$ cat src/hdl/pwmpd_pkg.sv
// Package for the percent-duty PWM generator.
// Holds the opcode type, the pipeline stage record and the fixed constants.
// Depends on nothing; every other file of the block depends on it.
package pwmpd_pkg;

  // Widths fixed by the item fields and the period register.
  localparam int unsigned PERIOD_W = 16;
  localparam int unsigned REQ_W    = 8;
  localparam int unsigned DUTY_W   = 7;
  localparam int unsigned PROD_W   = PERIOD_W + DUTY_W;

  // Item opcodes.
  typedef enum logic [0:0] {
    OP_TICK     = 1'b0,
    OP_SET_DUTY = 1'b1
  } opcode_t;

  // Duty limits in percent.
  localparam logic [DUTY_W-1:0] DUTY_OFF  = 7'd0;
  localparam logic [DUTY_W-1:0] DUTY_FULL = 7'd100;

  // Period limits and reset value.
  localparam logic [PERIOD_W-1:0] PERIOD_MIN   = 16'd2;
  localparam logic [PERIOD_W-1:0] PERIOD_RESET = 16'd1000;

  // Rounded division by 100: (x + 50) * RECIP_MULT >> RECIP_SHIFT is exact
  // for every x below 2**23.
  localparam logic [PROD_W-1:0] ROUND_BIAS  = 23'd50;
  localparam int unsigned       RECIP_W     = 24;
  localparam logic [RECIP_W-1:0] RECIP_MULT = 24'd10737419;
  localparam int unsigned       RECIP_SHIFT = 30;

  // Contents of the input stage register.
  typedef struct packed {
    opcode_t             op;
    logic [DUTY_W-1:0]   duty;
    logic [PROD_W-1:0]   prod;
  } stage_t;

endpackage

$ cat src/hdl/pwmpd_cmd_if.sv
// Command channel of the percent-duty PWM generator: valid/ready plus payload.
// Depends on pwmpd_pkg for the opcode type.
interface pwmpd_cmd_if;
  logic                                   valid;
  logic                                   ready;
  pwmpd_pkg::opcode_t                     opcode;
  logic [pwmpd_pkg::REQ_W-1:0]            duty_request;

  modport source (output valid, output opcode, output duty_request, input ready);
  modport sink   (input valid, input opcode, input duty_request, output ready);
endinterface

$ cat src/hdl/pwmpd_status_if.sv
// Status channel of the percent-duty PWM generator: valid/ready plus payload.
// Depends on pwmpd_pkg for the duty width.
interface pwmpd_status_if;
  logic                                   valid;
  logic                                   ready;
  logic                                   pin_level;
  logic                                   running;
  logic [pwmpd_pkg::DUTY_W-1:0]           duty_level;

  modport source (output valid, output pin_level, output running, output duty_level,
                  input ready);
  modport sink   (input valid, input pin_level, input running, input duty_level,
                  output ready);
endinterface

$ cat src/hdl/pwm_generator_percent_duty.sv
// Top level of the percent-duty PWM generator.
// Depends on pwmpd_pkg, pwmpd_cmd_if, pwmpd_status_if and pwmpd_scale.
//
// Usage:
//   Commands arrive on the cmd channel: opcode OP_TICK is one time-base tick,
//   OP_SET_DUTY applies duty_request (percent, saturated to 100). Every
//   command gives exactly one status transfer on the status channel with the
//   pin level, the running flag and the applied duty, taken after the
//   command has been applied.
//   The PWM period in ticks is written through cfg_we/cfg_wdata; values
//   below 2 act as 2. Write it only while no command is in flight.
//   A command transferred at a clock edge enters the input stage register at
//   that edge, and its status enters the status register as it leaves the
//   stage, so the status transfer comes after both registers at earliest.
//   Throughput: one command per cycle while the status receiver keeps up;
//   the period-by-duty multiply sits before the input stage register and the
//   divide by 100 and the phase counter update sit between the two registers.
//   Reset (rst, synchronous) stops the generator with the output low, duty 0
//   and the period at 1000 ticks; no status is pending after reset.
//   A stalled status receiver holds the status register; the input stage
//   keeps taking commands until it too is full, then cmd.ready falls.
module pwm_generator_percent_duty #(
  parameter int unsigned COUNT_WIDTH = 16
) (
  input  logic                           clk,
  input  logic                           rst,
  input  logic                           cfg_we,
  input  logic [pwmpd_pkg::PERIOD_W-1:0] cfg_wdata,
  pwmpd_cmd_if.sink                      cmd,
  pwmpd_status_if.source                 status
);
  import pwmpd_pkg::*;

  localparam logic [32:0] CountMax = (33'd1 << COUNT_WIDTH) - 33'd1;

  // Configuration and derived period.
  logic [PERIOD_W-1:0] period_counts;
  logic [PERIOD_W-1:0] period_eff;

  // Input stage.
  logic                stage_valid;
  stage_t              stage;
  stage_t              stage_next;
  logic [DUTY_W-1:0]   duty_sat;
  logic                stage_fire;
  logic                status_free;

  // Generator state.
  logic [COUNT_WIDTH-1:0] tick_count, tick_count_next;
  logic [COUNT_WIDTH-1:0] phase_length, phase_length_next;
  logic [COUNT_WIDTH-1:0] high_count, high_count_next;
  logic [COUNT_WIDTH-1:0] low_count, low_count_next;
  logic                   phase_is_high, phase_is_high_next;
  logic                   is_running, is_running_next;
  logic [DUTY_W-1:0]      duty_now, duty_now_next;

  // Arithmetic helpers.
  logic [PERIOD_W-1:0]    high_len;
  logic [31:0]            high_wide;
  logic [31:0]            low_wide;
  logic [COUNT_WIDTH-1:0] tick_inc;

  // Period register.
  always_ff @(posedge clk) begin
    if (rst) begin
      period_counts <= PERIOD_RESET;
    end else if (cfg_we) begin
      period_counts <= cfg_wdata;
    end
  end

  // Period limited to at least two ticks and to the counter range.
  always_comb begin
    period_eff = period_counts;
    if (period_counts < PERIOD_MIN) begin
      period_eff = PERIOD_MIN;
    end
    if ({17'd0, period_counts} > CountMax) begin
      period_eff = CountMax[PERIOD_W-1:0];
    end
  end

  // Handshake: the status register frees when empty or being taken.
  assign status_free = !status.valid || status.ready;
  assign stage_fire  = stage_valid && status_free;
  assign cmd.ready   = !stage_valid || status_free;

  // Saturate the request and form the period-by-duty product.
  always_comb begin
    duty_sat = cmd.duty_request[DUTY_W-1:0];
    if (cmd.duty_request > {1'b0, DUTY_FULL}) begin
      duty_sat = DUTY_FULL;
    end
    stage_next.op   = cmd.opcode;
    stage_next.duty = duty_sat;
    stage_next.prod = {{DUTY_W{1'b0}}, period_eff} * {{PERIOD_W{1'b0}}, duty_sat};
  end

  // Input stage register.
  always_ff @(posedge clk) begin
    if (rst) begin
      stage_valid <= 1'b0;
    end else if (cmd.ready) begin
      stage_valid <= cmd.valid;
    end
  end

  always_ff @(posedge clk) begin
    if (cmd.ready && cmd.valid) begin
      stage <= stage_next;
    end
  end

  // High-phase count from the product.
  pwmpd_scale u_scale (
    .prod     (stage.prod),
    .period   (period_eff),
    .high_len (high_len)
  );

  assign high_wide = {16'd0, high_len};
  assign low_wide  = {16'd0, period_eff - high_len};
  assign tick_inc  = tick_count + {{(COUNT_WIDTH-1){1'b0}}, 1'b1};

  // Next generator state for the command in the input stage.
  always_comb begin
    tick_count_next    = tick_count;
    phase_length_next  = phase_length;
    high_count_next    = high_count;
    low_count_next     = low_count;
    phase_is_high_next = phase_is_high;
    is_running_next    = is_running;
    duty_now_next      = duty_now;
    case (stage.op)
      OP_TICK: begin
        if (is_running) begin
          if (tick_inc >= phase_length) begin
            tick_count_next    = '0;
            phase_is_high_next = !phase_is_high;
            phase_length_next  = phase_is_high ? low_count : high_count;
          end else begin
            tick_count_next = tick_inc;
          end
        end
      end
      OP_SET_DUTY: begin
        if (stage.duty == DUTY_OFF) begin
          is_running_next    = 1'b0;
          phase_is_high_next = 1'b0;
          duty_now_next      = DUTY_OFF;
        end else if (stage.duty == DUTY_FULL) begin
          is_running_next    = 1'b0;
          phase_is_high_next = 1'b1;
          duty_now_next      = DUTY_FULL;
        end else begin
          high_count_next = high_wide[COUNT_WIDTH-1:0];
          low_count_next  = low_wide[COUNT_WIDTH-1:0];
          duty_now_next   = stage.duty;
          if (!is_running) begin
            phase_is_high_next = 1'b1;
            tick_count_next    = '0;
            phase_length_next  = high_wide[COUNT_WIDTH-1:0];
            is_running_next    = 1'b1;
          end
        end
      end
      default: begin
        tick_count_next = tick_count;
      end
    endcase
  end

  // Generator state registers, updated as each command leaves the stage.
  always_ff @(posedge clk) begin
    if (rst) begin
      tick_count    <= '0;
      phase_length  <= '0;
      high_count    <= '0;
      low_count     <= COUNT_WIDTH'(PERIOD_RESET);
      phase_is_high <= 1'b0;
      is_running    <= 1'b0;
      duty_now      <= DUTY_OFF;
    end else if (stage_fire) begin
      tick_count    <= tick_count_next;
      phase_length  <= phase_length_next;
      high_count    <= high_count_next;
      low_count     <= low_count_next;
      phase_is_high <= phase_is_high_next;
      is_running    <= is_running_next;
      duty_now      <= duty_now_next;
    end
  end

  // Status register.
  always_ff @(posedge clk) begin
    if (rst) begin
      status.valid <= 1'b0;
    end else if (status_free) begin
      status.valid <= stage_valid;
    end
  end

  always_ff @(posedge clk) begin
    if (stage_fire) begin
      status.pin_level  <= phase_is_high_next;
      status.running    <= is_running_next;
      status.duty_level <= duty_now_next;
    end
  end

endmodule

$ cat src/hdl/pwmpd_scale.sv
// High-phase count from the registered period-by-duty product.
// Rounded division by 100 through a reciprocal multiply, then clamping.
// Depends on pwmpd_pkg.
module pwmpd_scale (
  input  logic [pwmpd_pkg::PROD_W-1:0]   prod,
  input  logic [pwmpd_pkg::PERIOD_W-1:0] period,
  output logic [pwmpd_pkg::PERIOD_W-1:0] high_len
);
  import pwmpd_pkg::*;

  localparam int unsigned MUL_W = PROD_W + RECIP_W;

  logic [PROD_W-1:0]   biased;
  logic [MUL_W-1:0]    scaled;
  logic [PERIOD_W-1:0] quot;
  logic [PERIOD_W-1:0] top_len;

  // Add half the divisor, then multiply by the reciprocal of 100.
  assign biased = prod + ROUND_BIAS;
  assign scaled = {{RECIP_W{1'b0}}, biased} * {{PROD_W{1'b0}}, RECIP_MULT};
  assign quot   = scaled[RECIP_SHIFT +: PERIOD_W];
  assign top_len = period - 16'd1;

  // Keep at least one tick in each phase.
  always_comb begin
    high_len = quot;
    if (quot == '0) begin
      high_len = 16'd1;
    end
    if (quot > top_len) begin
      high_len = top_len;
    end
  end

endmodule

$ cat src/flat_wrapper.sv
// flat-port wrapper written by rule: the top's interface ports become plain ports
module pwm_generator_percent_duty_flat import pwmpd_pkg::*;
#(
  parameter int unsigned COUNT_WIDTH = 16
)
  (clk, rst, cfg_we, cfg_wdata, cmd_valid, cmd_opcode, cmd_duty_request, cmd_ready, status_valid, status_pin_level, status_running, status_duty_level, status_ready);
  pwmpd_cmd_if cmd_i ();
  pwmpd_status_if status_i ();
  input  logic clk;
  input  logic rst;
  input  logic cfg_we;
  input  logic [pwmpd_pkg::PERIOD_W-1:0] cfg_wdata;
  input wire logic [$bits(cmd_i.valid)-1:0] cmd_valid;
  input wire logic [$bits(cmd_i.opcode)-1:0] cmd_opcode;
  input wire logic [$bits(cmd_i.duty_request)-1:0] cmd_duty_request;
  output wire logic [$bits(cmd_i.ready)-1:0] cmd_ready;
  output wire logic [$bits(status_i.valid)-1:0] status_valid;
  output wire logic [$bits(status_i.pin_level)-1:0] status_pin_level;
  output wire logic [$bits(status_i.running)-1:0] status_running;
  output wire logic [$bits(status_i.duty_level)-1:0] status_duty_level;
  input wire logic [$bits(status_i.ready)-1:0] status_ready;
  assign cmd_i.valid = cmd_valid;
  assign cmd_i.opcode = cmd_opcode;
  assign cmd_i.duty_request = cmd_duty_request;
  assign cmd_ready = cmd_i.ready;
  assign status_valid = status_i.valid;
  assign status_pin_level = status_i.pin_level;
  assign status_running = status_i.running;
  assign status_duty_level = status_i.duty_level;
  assign status_i.ready = status_ready;
  pwm_generator_percent_duty #(.COUNT_WIDTH(COUNT_WIDTH)) u_core (.clk(clk), .rst(rst), .cfg_we(cfg_we), .cfg_wdata(cfg_wdata), .cmd(cmd_i), .status(status_i));
endmodule
$ cat config.mk
export PLATFORM = sky130hd
export DESIGN_NAME = pwm_generator_percent_duty_flat
export DESIGN_NICKNAME = d
export VERILOG_FILES = /design/src/hdl/pwmpd_pkg.sv /design/src/hdl/pwmpd_cmd_if.sv /design/src/hdl/pwmpd_status_if.sv /design/src/hdl/pwm_generator_percent_duty.sv /design/src/hdl/pwmpd_scale.sv /design/src/flat_wrapper.sv
export SDC_FILE = /design/constraint.sdc
export NUM_CORES = 1
export LEC_CHECK = 0
export BUFFER_PORTS_ARGS = -buffer_cell sky130_fd_sc_hd__clkbuf_2
export CAP_MARGIN = 15
export CORE_AREA = 3 3 225 172
export CTS_BUF_LIST = sky130_fd_sc_hd__clkbuf_4
export CTS_CLUSTER_DIAMETER = 40
export DETAILED_ROUTE_END_ITERATION = 10
export DIE_AREA = 0 0 228 175
export HOLD_SLACK_MARGIN = 0.06
export PLACE_DENSITY_LB_ADDON = 0.2
export SYNTH_ARGS = -nofsm -noshare
export SYNTH_HDL_FRONTEND = slang
export SYNTH_SLANG_ARGS = --single-unit
export TNS_END_PERCENT = 1
$ cat constraint.sdc
create_clock -name clk -period 17.6 [get_ports clk]
set_input_delay 1.76 -clock clk [delete_from_list [all_inputs] [get_ports clk]]
set_output_delay 1.76 -clock clk [all_outputs]
set_load 0.005 [all_outputs]
==> Word level (Yosys, flattened, before mapping) <==
Cells that the tools add are included.
{ "word_totals": {"ff_bits": 131, "latch_bits": 0, "ram_bits": 0, "romBits": 0, "in_bits": 30, "output_inout_bits": 11, "n_memories": 0} }
{ "classes": {"addsub": 4, "mul": 2, "n_div": 0, "magnitude_cmp": 4, "n_eq_ne": 6, "shifts": 0, "n_mux": 29, "n_bitwise": 3, "n_reduce_logical": 12} }
{ "op_table": {"columns": ["cell", "count"], "rows": [
  ["$mux 16", 14],
  ["$pmux 16 s2", 2],
  ["$mul 23x24->46 const B", 1],
  ["$mux 7", 4],
  ["$add 23x6->23 const B", 1],
  ["$mul 16x7->23", 1],
  ["$add 16x1->16 const B", 1],
  ["$ge 16x16->1", 1],
  ["$gt 16x16->1", 1],
  ["$logic_not 16->1", 1],
  ["$lt 16x2->1 const B", 1],
  ["$sub 16x1->16 const B", 1],
  ["$sub 16x16->16", 1],
  ["$gt 8x7->1 const B", 1],
  ["$mux 1", 8],
  ["$eq 7x7->1 const B", 1],
  ["$logic_not 7->1", 1],
  ["$ne 2x2->1 const B", 3],
  ["$reduce_and 6->1", 1],
  ["$reduce_and 5->1", 1],
  ["$ne 2x1->1 const B", 2],
  ["$reduce_and 4->1", 1],
  ["$logic_not 1->1", 3],
  ["$not 1->1", 3],
  ["3 further kinds", 5]
]} }

==> Depth between registers and ports, before layout <==
Gate-level depths: netlist of the first run.
{ "logic_depth": {"ltp_word": 9, "mapped_depth": 63, "ltp_nobuf": 62} }

==> By module <==
Synthesis of the first run repeated with hierarchy kept, for this count alone.
{ "hier_totals": {"cells_unflattened": 2351, "area_unflattened_um2": 21144.0} }
{ "by_module_without_submodules": {"columns": ["module", "instances", "cells_per_inst", "area_each_um2", "seq_area_each_um2"], "rows": [
  ["pwmpd_scale", 1, 1195, 10914.2, 0.0],
  ["pwm_generator_percent_duty", 1, 1156, 10229.8, 3022.9]
]} }

==> Worst setup path before layout of the first run <==
No wires, ideal clock.
{ "synth_path": {"path_type": "reg2reg", "start": "register u_core.stage[1] (netlist bit)", "end": "register u_core.low_count[15]", "setup_time_ns": 0.074, "t_arrival_ns": 12.815, "required_ns": 17.526, "path_slack_ns": 4.711, "stages_incl_launch_ff": 57, "n_path_buf": 3, "path_cell_list": "edfxtp_1 nand3_1 nor3b_1 nor2_1 and3_1 and4_1 and3_1 xor2_1 inv_1 fa_1 xnor2_1 ha_1 fa_1 fa_1 fa_1 inv_1 fa_1 inv_1 (+21 left out) clkbuf_1 a21oi_1 ha_1 nor2b_1 o21ai_0 nand2b_1 and2_1 o21ai_0 nand2b_1 o21ai_0 mux2_2 o31ai_2 a31oi_1 a211oi_2 o31ai_4 a21oi_2 or4b_1 a31oi_1"} }
{ "synth_via": {"elab_chain_len": 6, "word_cells_on_any_way": 7, "classes_between": "add/sub (2); mul (1); order compare (1); mux (2); reduce/logical (1)"} }
{ "synth_rtl": {"columns": ["item", "line_no", "text"], "rows": [
  ["start: declaration", "pwm_generator_percent_duty.sv:42", "stage_t stage;"],
  ["start signal: assignment", "pwm_generator_percent_duty.sv:110", "stage <= stage_next;"],
  ["$add 23x6->23 *", "pwmpd_scale.sv:19", "assign biased = prod + ROUND_BIAS;"],
  ["$mul 23x24->46 *", "pwmpd_scale.sv:20", "assign scaled = {{RECIP_W{1'b0}}, biased} * {{PROD_W{1'b0}}, RECIP_MULT};"],
  ["parallel branches: the longest is 2 deep, another holds $gt 16x16->1", null, null],
  ["$mux 16 *", "pwmpd_scale.sv:30", "if (quot > top_len) begin"],
  ["$sub 16x16->16 *", "pwm_generator_percent_duty.sv:122", "assign low_wide = {16'd0, period_eff - high_len};"],
  ["end signal: assignment", "pwm_generator_percent_duty.sv:179", "low_count <= COUNT_WIDTH'(PERIOD_RESET);"],
  ["end signal: assignment", "pwm_generator_percent_duty.sv:187", "low_count <= low_count_next;"],
  ["end: declaration", "pwm_generator_percent_duty.sv:52", "logic [COUNT_WIDTH-1:0] low_count, low_count_next;"]
]} }
Mark *: on every way between the ends.
A chain may end at the register's enable or synchronous reset.

==> Worst setup path in the final report of the first run <==
Ends and elaborated chain as after synthesis.

==> impl_metrics.env, run 1 <==
export IMPL_outcome="complete, no violations"
export IMPL_io_pin_count=41
export IMPL_synth_top_family_by_area="adder cells"
export IMPL_routed_via_count=15000
export IMPL_synthAdderAreaFrac_pct=46.3
export IMPL_cp_slowest_cell="a21o_1"
export IMPL_antenna_found_initial=5
export IMPL_synth_distinct_cells=82
export IMPL_start_util_pct=54.7
export IMPL_syn_to_final_growth_pct=4.68
export IMPL_tightest_slew_ns=1.17
export IMPL_critPathKind="flop to flop"
export IMPL_crit_fanout=20
export IMPL_synth_edf_count=40
export IMPL_ant_nets=0
export IMPL_drive_gt1_share_pct=5.94
export IMPL_r2r_slack_ns=2.65
export IMPL_rows=61
export IMPL_arrival_ns=15.49
export IMPL_first_iter_violations=1383
export IMPL_syn_area_um2=20100
export IMPL_post_cts_buffers=0
export IMPL_syn_area_per_cell_um2=9.13
export IMPL_required_ns=18.14
export IMPL_dp_hpwl_um=44300
export IMPL_grt_pass1_vias=15400
export IMPL_placedCellCount=2692
export IMPL_grt_pass1_wl_um=85300
export IMPL_dieArea_um2=39900
export IMPL_coreArea_um2=36800
export IMPL_dpl_worst_slack_ns=2.87
export IMPL_grt_met1_usage_pct=41.6
export IMPL_final_period_utilization_pct=84.9
export IMPL_cts_buffers_inserted=17
export IMPL_h_tree_depth=4
export IMPL_async_flop_share_pct=0
export IMPL_clockBufferDepth=2
export IMPL_n_fill_cell=3341
export IMPL_setup_slack_ns=2.65
export IMPL_seq_area_frac_synth_pct=15.0
export IMPL_grt_busiest_layer="met1"
export IMPL_die_y_um=175
export IMPL_period_minus_slack_ns=14.95
export IMPL_gp_congestion=0.971
export IMPL_rsz0062_at_grt="no"
export IMPL_synth_top_area_cell="fa_1"
export IMPL_wl_um=52700
export IMPL_fin_nets=2822
export IMPL_hold_violations=0
export IMPL_cts_reportedPaths_clkPinSlew_ns=0.12
export IMPL_die_width_um=228
export IMPL_relSlewSlack_pct=21.7
export IMPL_synth_seq_cells=131
export IMPL_grt_ovfl_total=0
export IMPL_port_buffers=40
export IMPL_synthXorXnorAreaFrac_pct=4.41
export IMPL_grt_use_met2_pct=37.7
export IMPL_vias_per_cell=5.52
export IMPL_synth_top_area_share_pct=26.2
export IMPL_cts_tree="built"
export IMPL_root_buffer="clkbuf_4"
export IMPL_clk_latency_ns=0.62
export IMPL_numClockSinks=131
export IMPL_finalSetupTns_ns=0
export IMPL_synth_compound_area_share_pct=9.85
export IMPL_slew_viol_final=0
export IMPL_hold_class="flop to flop"
export IMPL_synthCells=2204
export IMPL_grt_usage_pct=27.5
export IMPL_ctsHoldBuffers=0
export IMPL_grt_max_degree=58
export IMPL_yosys_warnings=0
export IMPL_synthMuxAreaShare_pct=2.59
export IMPL_skew_ns=0.0311
export IMPL_grt_util_met3_pct=10.6
export IMPL_yosys_top_cells_area="fa_1 26%, ha_1 20%, dfxtp_1 9.1%"
export IMPL_dominantRegCellSynth="dfxtp_1"
export IMPL_end_kind="flop"
export IMPL_setup_violations=0
export IMPL_synthSimpleGateAreaFrac_pct=12.1
export IMPL_finalNonFillerCells=2727
export IMPL_critPathMaxStageDelay_ns=0.61
export IMPL_critPathLaunchType="flop"
export IMPL_drc=0
export IMPL_cap_violations=0
export IMPL_drt_pass1_iter_count=5
export IMPL_syn_num_nets=2818
export IMPL_fmax_ghz=0.0669
export IMPL_wire_per_inst_um=19.3
export IMPL_cts_resized=0
[path summary, 6_finish.rpt]
path	startpoint	end	cells past startpoint
max	u_core.stage[1]	u_core.low_count[15]	54
max reg2reg	u_core.stage[1]	u_core.low_count[15]	54
min reg2reg	u_core.phase_length[2]	u_core.phase_length[2]	2
min	u_core.phase_length[2]	u_core.phase_length[2]	2
[per-layer routing]
| layer | up-vias | part of all wire (%) |
|---|---|---|
| li1 | 7167 | - |
| met3 | 41 | 11 |
| met1 | 7355 | 49 |
| met2 | 482 | 39 |
| met5 | - | 0 |
| met4 | 0 | 0.98 |
[cells in the final DEF (no fill, tap or decap), types with 6 or more instances in the layout]
master	count
clkbuf_2	40
a31oi_1	9
nor4_1	7
xnor2_1	57
nor3b_1	9
nor2_1	131
o21ai_1	8
a211oi_1	14
nand2_1	184
or2_2	6
clkbuf_4	17
nor2b_1	15
a21o_1	23
ha_1	321
and2_1	15
buf_4	20
o21bai_1	14
nor3_1	19
o21ai_0	47
dfxtp_1	91
nand4_1	6
xor2_1	38
nand3_1	37
inv_1	439
edfxtp_1	40
mux2i_1	42
mux2_2	9
o211ai_1	22
nand3b_1	13
nand2b_1	13
fa_1	263
and3_1	40
o21a_1	7
a21oi_1	112
[cell type report]
cell class	count	area [um2]	share of cell area (%)
clock inverters	15	133	0.630
well taps	504	631	2.99
repair buffers	61	362	1.72
clock buffers	17	128	0.606
diodes	2	5.00	0.0238
inverters	440	1650	7.84
multi-input cells	1557	15100	71.8
flip-flops and latches	131	3020	14.4
[state kept, by name, indices dropped and copies added, names as in the netlist]
name                      cells
u_core.phase_is_high          1
u_core.phase_length          16
u_core.period_counts         16
u_core.tick_count            16
u_core.stage_valid            1
u_core.status.pin_level       1
u_core.status.running         1
u_core.duty_now               7
u_core.status.valid           1
u_core.low_count             16
u_core.status.duty_level      7
u_core.is_running             1
u_core.stage                 31
u_core.high_count            16
[per-stage QoR]
step / hold slack [ns] / instance area [um2] / utilization [%]
floorplan: 0.432 / 20100 / -
global placement: 0.441 / 20800 / 56.5
detailed placement: 0.445 / 20800 / 56.5
CTS: 0.467 / 21000 / 57.2
global route: 0.485 / 21100 / 57.3
finish: 0.465 / 21100 / 57.3
[synth_stat cells (9+ instances only)]
library cell	instances
a211oi_1	14
ha_1	321
and3_1	40
nand3b_1	13
xnor2_1	57
nand2_1	184
a21o_1	23
and2_1	15
nor3b_1	9
nor2_1	131
a31oi_1	9
mux2_2	9
o21ai_0	48
nand3_1	37
xor2_1	38
a21oi_1	112
o211ai_1	22
nor3_1	19
fa_1	263
inv_1	439
dfxtp_1	91
edfxtp_1	40
o21bai_1	14
nor2b_1	15
nand2b_1	13
mux2i_1	42
clkbuf_1	58
[worst max-delay path: cells and delay by family, from the launching register on]
kind,cells,cell delay (ns)
flip-flops,1,0.59
AO/OA/AOI/OAI,21,4.16
buffers and inverters,3,0.26
AND/OR/NAND/NOR,15,3.89
XOR/XNOR,3,1.20
multiplexers,2,0.35
adder cells (fa/ha/maj),10,4.41
[cell families after synthesis]
family                   after synthesis
XOR/XNOR                              98
adder cells (fa/ha/maj)              587
flip-flops                           131
AO/OA/AOI/OAI                        305
buffers and inverters                516
AND/OR/NAND/NOR                      516
multiplexers                          51
Power of run 1 is not shown: default switching activity piles up to over one toggle a cycle in this logic, so the estimate is an artifact.
==> inputs of run 2 (changes only) <==
==> constraint.sdc (replaced) <==
create_clock -name clk -period 13.1 [get_ports clk]
set_input_delay 1.31 -clock clk [delete_from_list [all_inputs] [get_ports clk]]
set_output_delay 1.31 -clock clk [all_outputs]
set_load 0.005 [all_outputs]
==> impl_metrics.env, run 2 (synthesis results as in run 1) <==
export IMPL_outcome="complete, no violations"
export IMPL_die_y_um=175
export IMPL_antenna_found_initial=1
export IMPL_clk_latency_ns=0.61
export IMPL_critPathLaunchType="flop"
export IMPL_root_buffer="clkbuf_4"
export IMPL_coreArea_um2=36800
export IMPL_grt_pass1_vias=15600
export IMPL_io_pin_count=41
export IMPL_grt_pass1_wl_um=85500
export IMPL_whs_ns=0.465
export IMPL_drc=0
export IMPL_placedCellCount=2730
export IMPL_numClockSinks=131
export IMPL_start_util_pct=54.7
export IMPL_worstHoldPathCells=2
export IMPL_largest_reg_flops=31
export IMPL_period_minus_slack_ns=12.64
export IMPL_setup_violations=0
export IMPL_hold_class="flop to flop"
export IMPL_grt_usage_pct=27.7
export IMPL_die_width_um=228
export IMPL_cts_buffers_inserted=17
export IMPL_final_period_utilization_pct=96.5
export IMPL_first_iter_violations=1326
export IMPL_crit_family="adder cells"
export IMPL_critPathMaxStageDelay_ns=0.57
export IMPL_r2r_end="u_core.low_count[15]"
export IMPL_final_common_cell="inv_1"
export IMPL_arrival_ns=13.17
export IMPL_drive_gt1_share_pct=10.5
export IMPL_vias_per_cell=5.56
export IMPL_cp_slowest_cell="or4_4"
export IMPL_r2r_cells=55
export IMPL_top_register="u_core.stage"
export IMPL_hold_end="u_core.phase_length[9]"
export IMPL_cap_violations=0
export IMPL_wl_um=54200
export IMPL_cp_common_cell="fa_1"
export IMPL_tightest_slew_ns=0.884
export IMPL_skew_ns=0.0332
export IMPL_cts_reportedPaths_clkPinSlew_ns=0.12
export IMPL_relSlewSlack_pct=41.1
export IMPL_end_kind="flop"
export IMPL_fmax_ghz=0.0791
export IMPL_n_fill_cell=3242
export IMPL_grt_max_degree=56
export IMPL_h_tree_depth=4
export IMPL_r2r_slack_ns=0.46
export IMPL_syn_to_final_growth_pct=8.31
export IMPL_rows=61
export IMPL_finalSetupTns_ns=0
export IMPL_drt_pass1_iter_count=5
export IMPL_grt_ovfl_total=0
export IMPL_antennaDiodeCount=0
export IMPL_cts_tree="built"
export IMPL_cp_num_buf_inv=6
export IMPL_wire_per_inst_um=19.6
export IMPL_dp_hpwl_um=45400
export IMPL_regToRegStartpoint="u_core.stage[1]"
export IMPL_fin_nets=2868
export IMPL_clockBufferDepth=2
export IMPL_hold_start="u_core.phase_length[9]"
export IMPL_port_buffers=40
export IMPL_gp_congestion=0.996
export IMPL_postLayoutCoreUtil_pct=59.2
export IMPL_hold_violations=0
export IMPL_required_ns=13.64
export IMPL_dieArea_um2=39900
export IMPL_slew_viol_final=0
export IMPL_crit_fanout=8
export IMPL_critPathKind="flop to flop"
export IMPL_routed_via_count=15400
export IMPL_ant_nets=0
export IMPL_finalNonFillerCells=2771
export IMPL_final_cell_mix="436 x inv_1, 312 x ha_1, 260 x fa_1"
-- run 2: cell types whose count changed in the layout (fill, tap and decap cells not counted), moves of 8 or more --
cell	change
ha_1	-9
a21oi_2	+8
a21oi_1	-8
xor2_1	-10
xor2_2	+8
buf_4	+45
-- run 2: per-layer routing --
metal	vias to the layer above	GRT usage [%]	wire length (um)
li1	7235	-	-
met1	7569	40.8	25400
met2	547	38.9	22000
met3	57	10.5	6100
met4	0	5.28	743
met5	-	0	0
-- run 2: area by class of cell --
class                      count  area [um2]  share of cell area, %
inverter                     440        1650                   7.58
clock inverter                13         134                  0.614
multi-input combinational   1557       15500                   71.1
timing repair buffer         107         711                   3.26
clock buffer                  19         143                  0.654
sequential                   131        3020                   13.9
tap                          504         631                   2.89
-- run 2: worst max path at each step --
stage          slack, ns             from  depth (start not counted)              endpoint
2_1_floorplan       0.21  u_core.stage[1]                         56  u_core.low_count[15]
3_3_place_gp        0.17  u_core.stage[1]                         54  u_core.low_count[15]
3_5_place_dp       -0.11  u_core.stage[1]                         56  u_core.low_count[15]
4_1_cts             0.02  u_core.stage[2]                         54  u_core.low_count[15]
5_1_grt            -0.12  u_core.stage[2]                         57  u_core.low_count[15]
6_report            0.46  u_core.stage[1]                         55  u_core.low_count[15]
-- run 2: what timing repair did --
| action | CTS | global route |
|---|---|---|
| buffers inserted | 0 | 7 |
| endpoints found under the setup margin | 2 | 9 |
| hold buffers | 0 | 0 |
| gates resized for setup | 8 | 75 |
| pin swaps | 0 | 19 |
-- run 2: worst reg2reg max path: cells and delay by family (launching register included) --
kind,cells,cell delay [ns]
compound gates,23,3.73
flops,1,0.44
buf+inv,6,0.58
fa+ha+maj,11,4.65
mux,2,0.37
simple gates,11,2.51
xor+xnor,2,0.32
-- run 2: through the flow --
step                      cell area (um2)  setup WS (ns)
after CTS                           21400         0.0225
final                               21800          0.463
after global routing                21800         -0.119
after detailed placement            21100         -0.115
after floorplan                     20100          0.211
after global placement              21100          0.169
Power of run 2 is left out for the same reason.
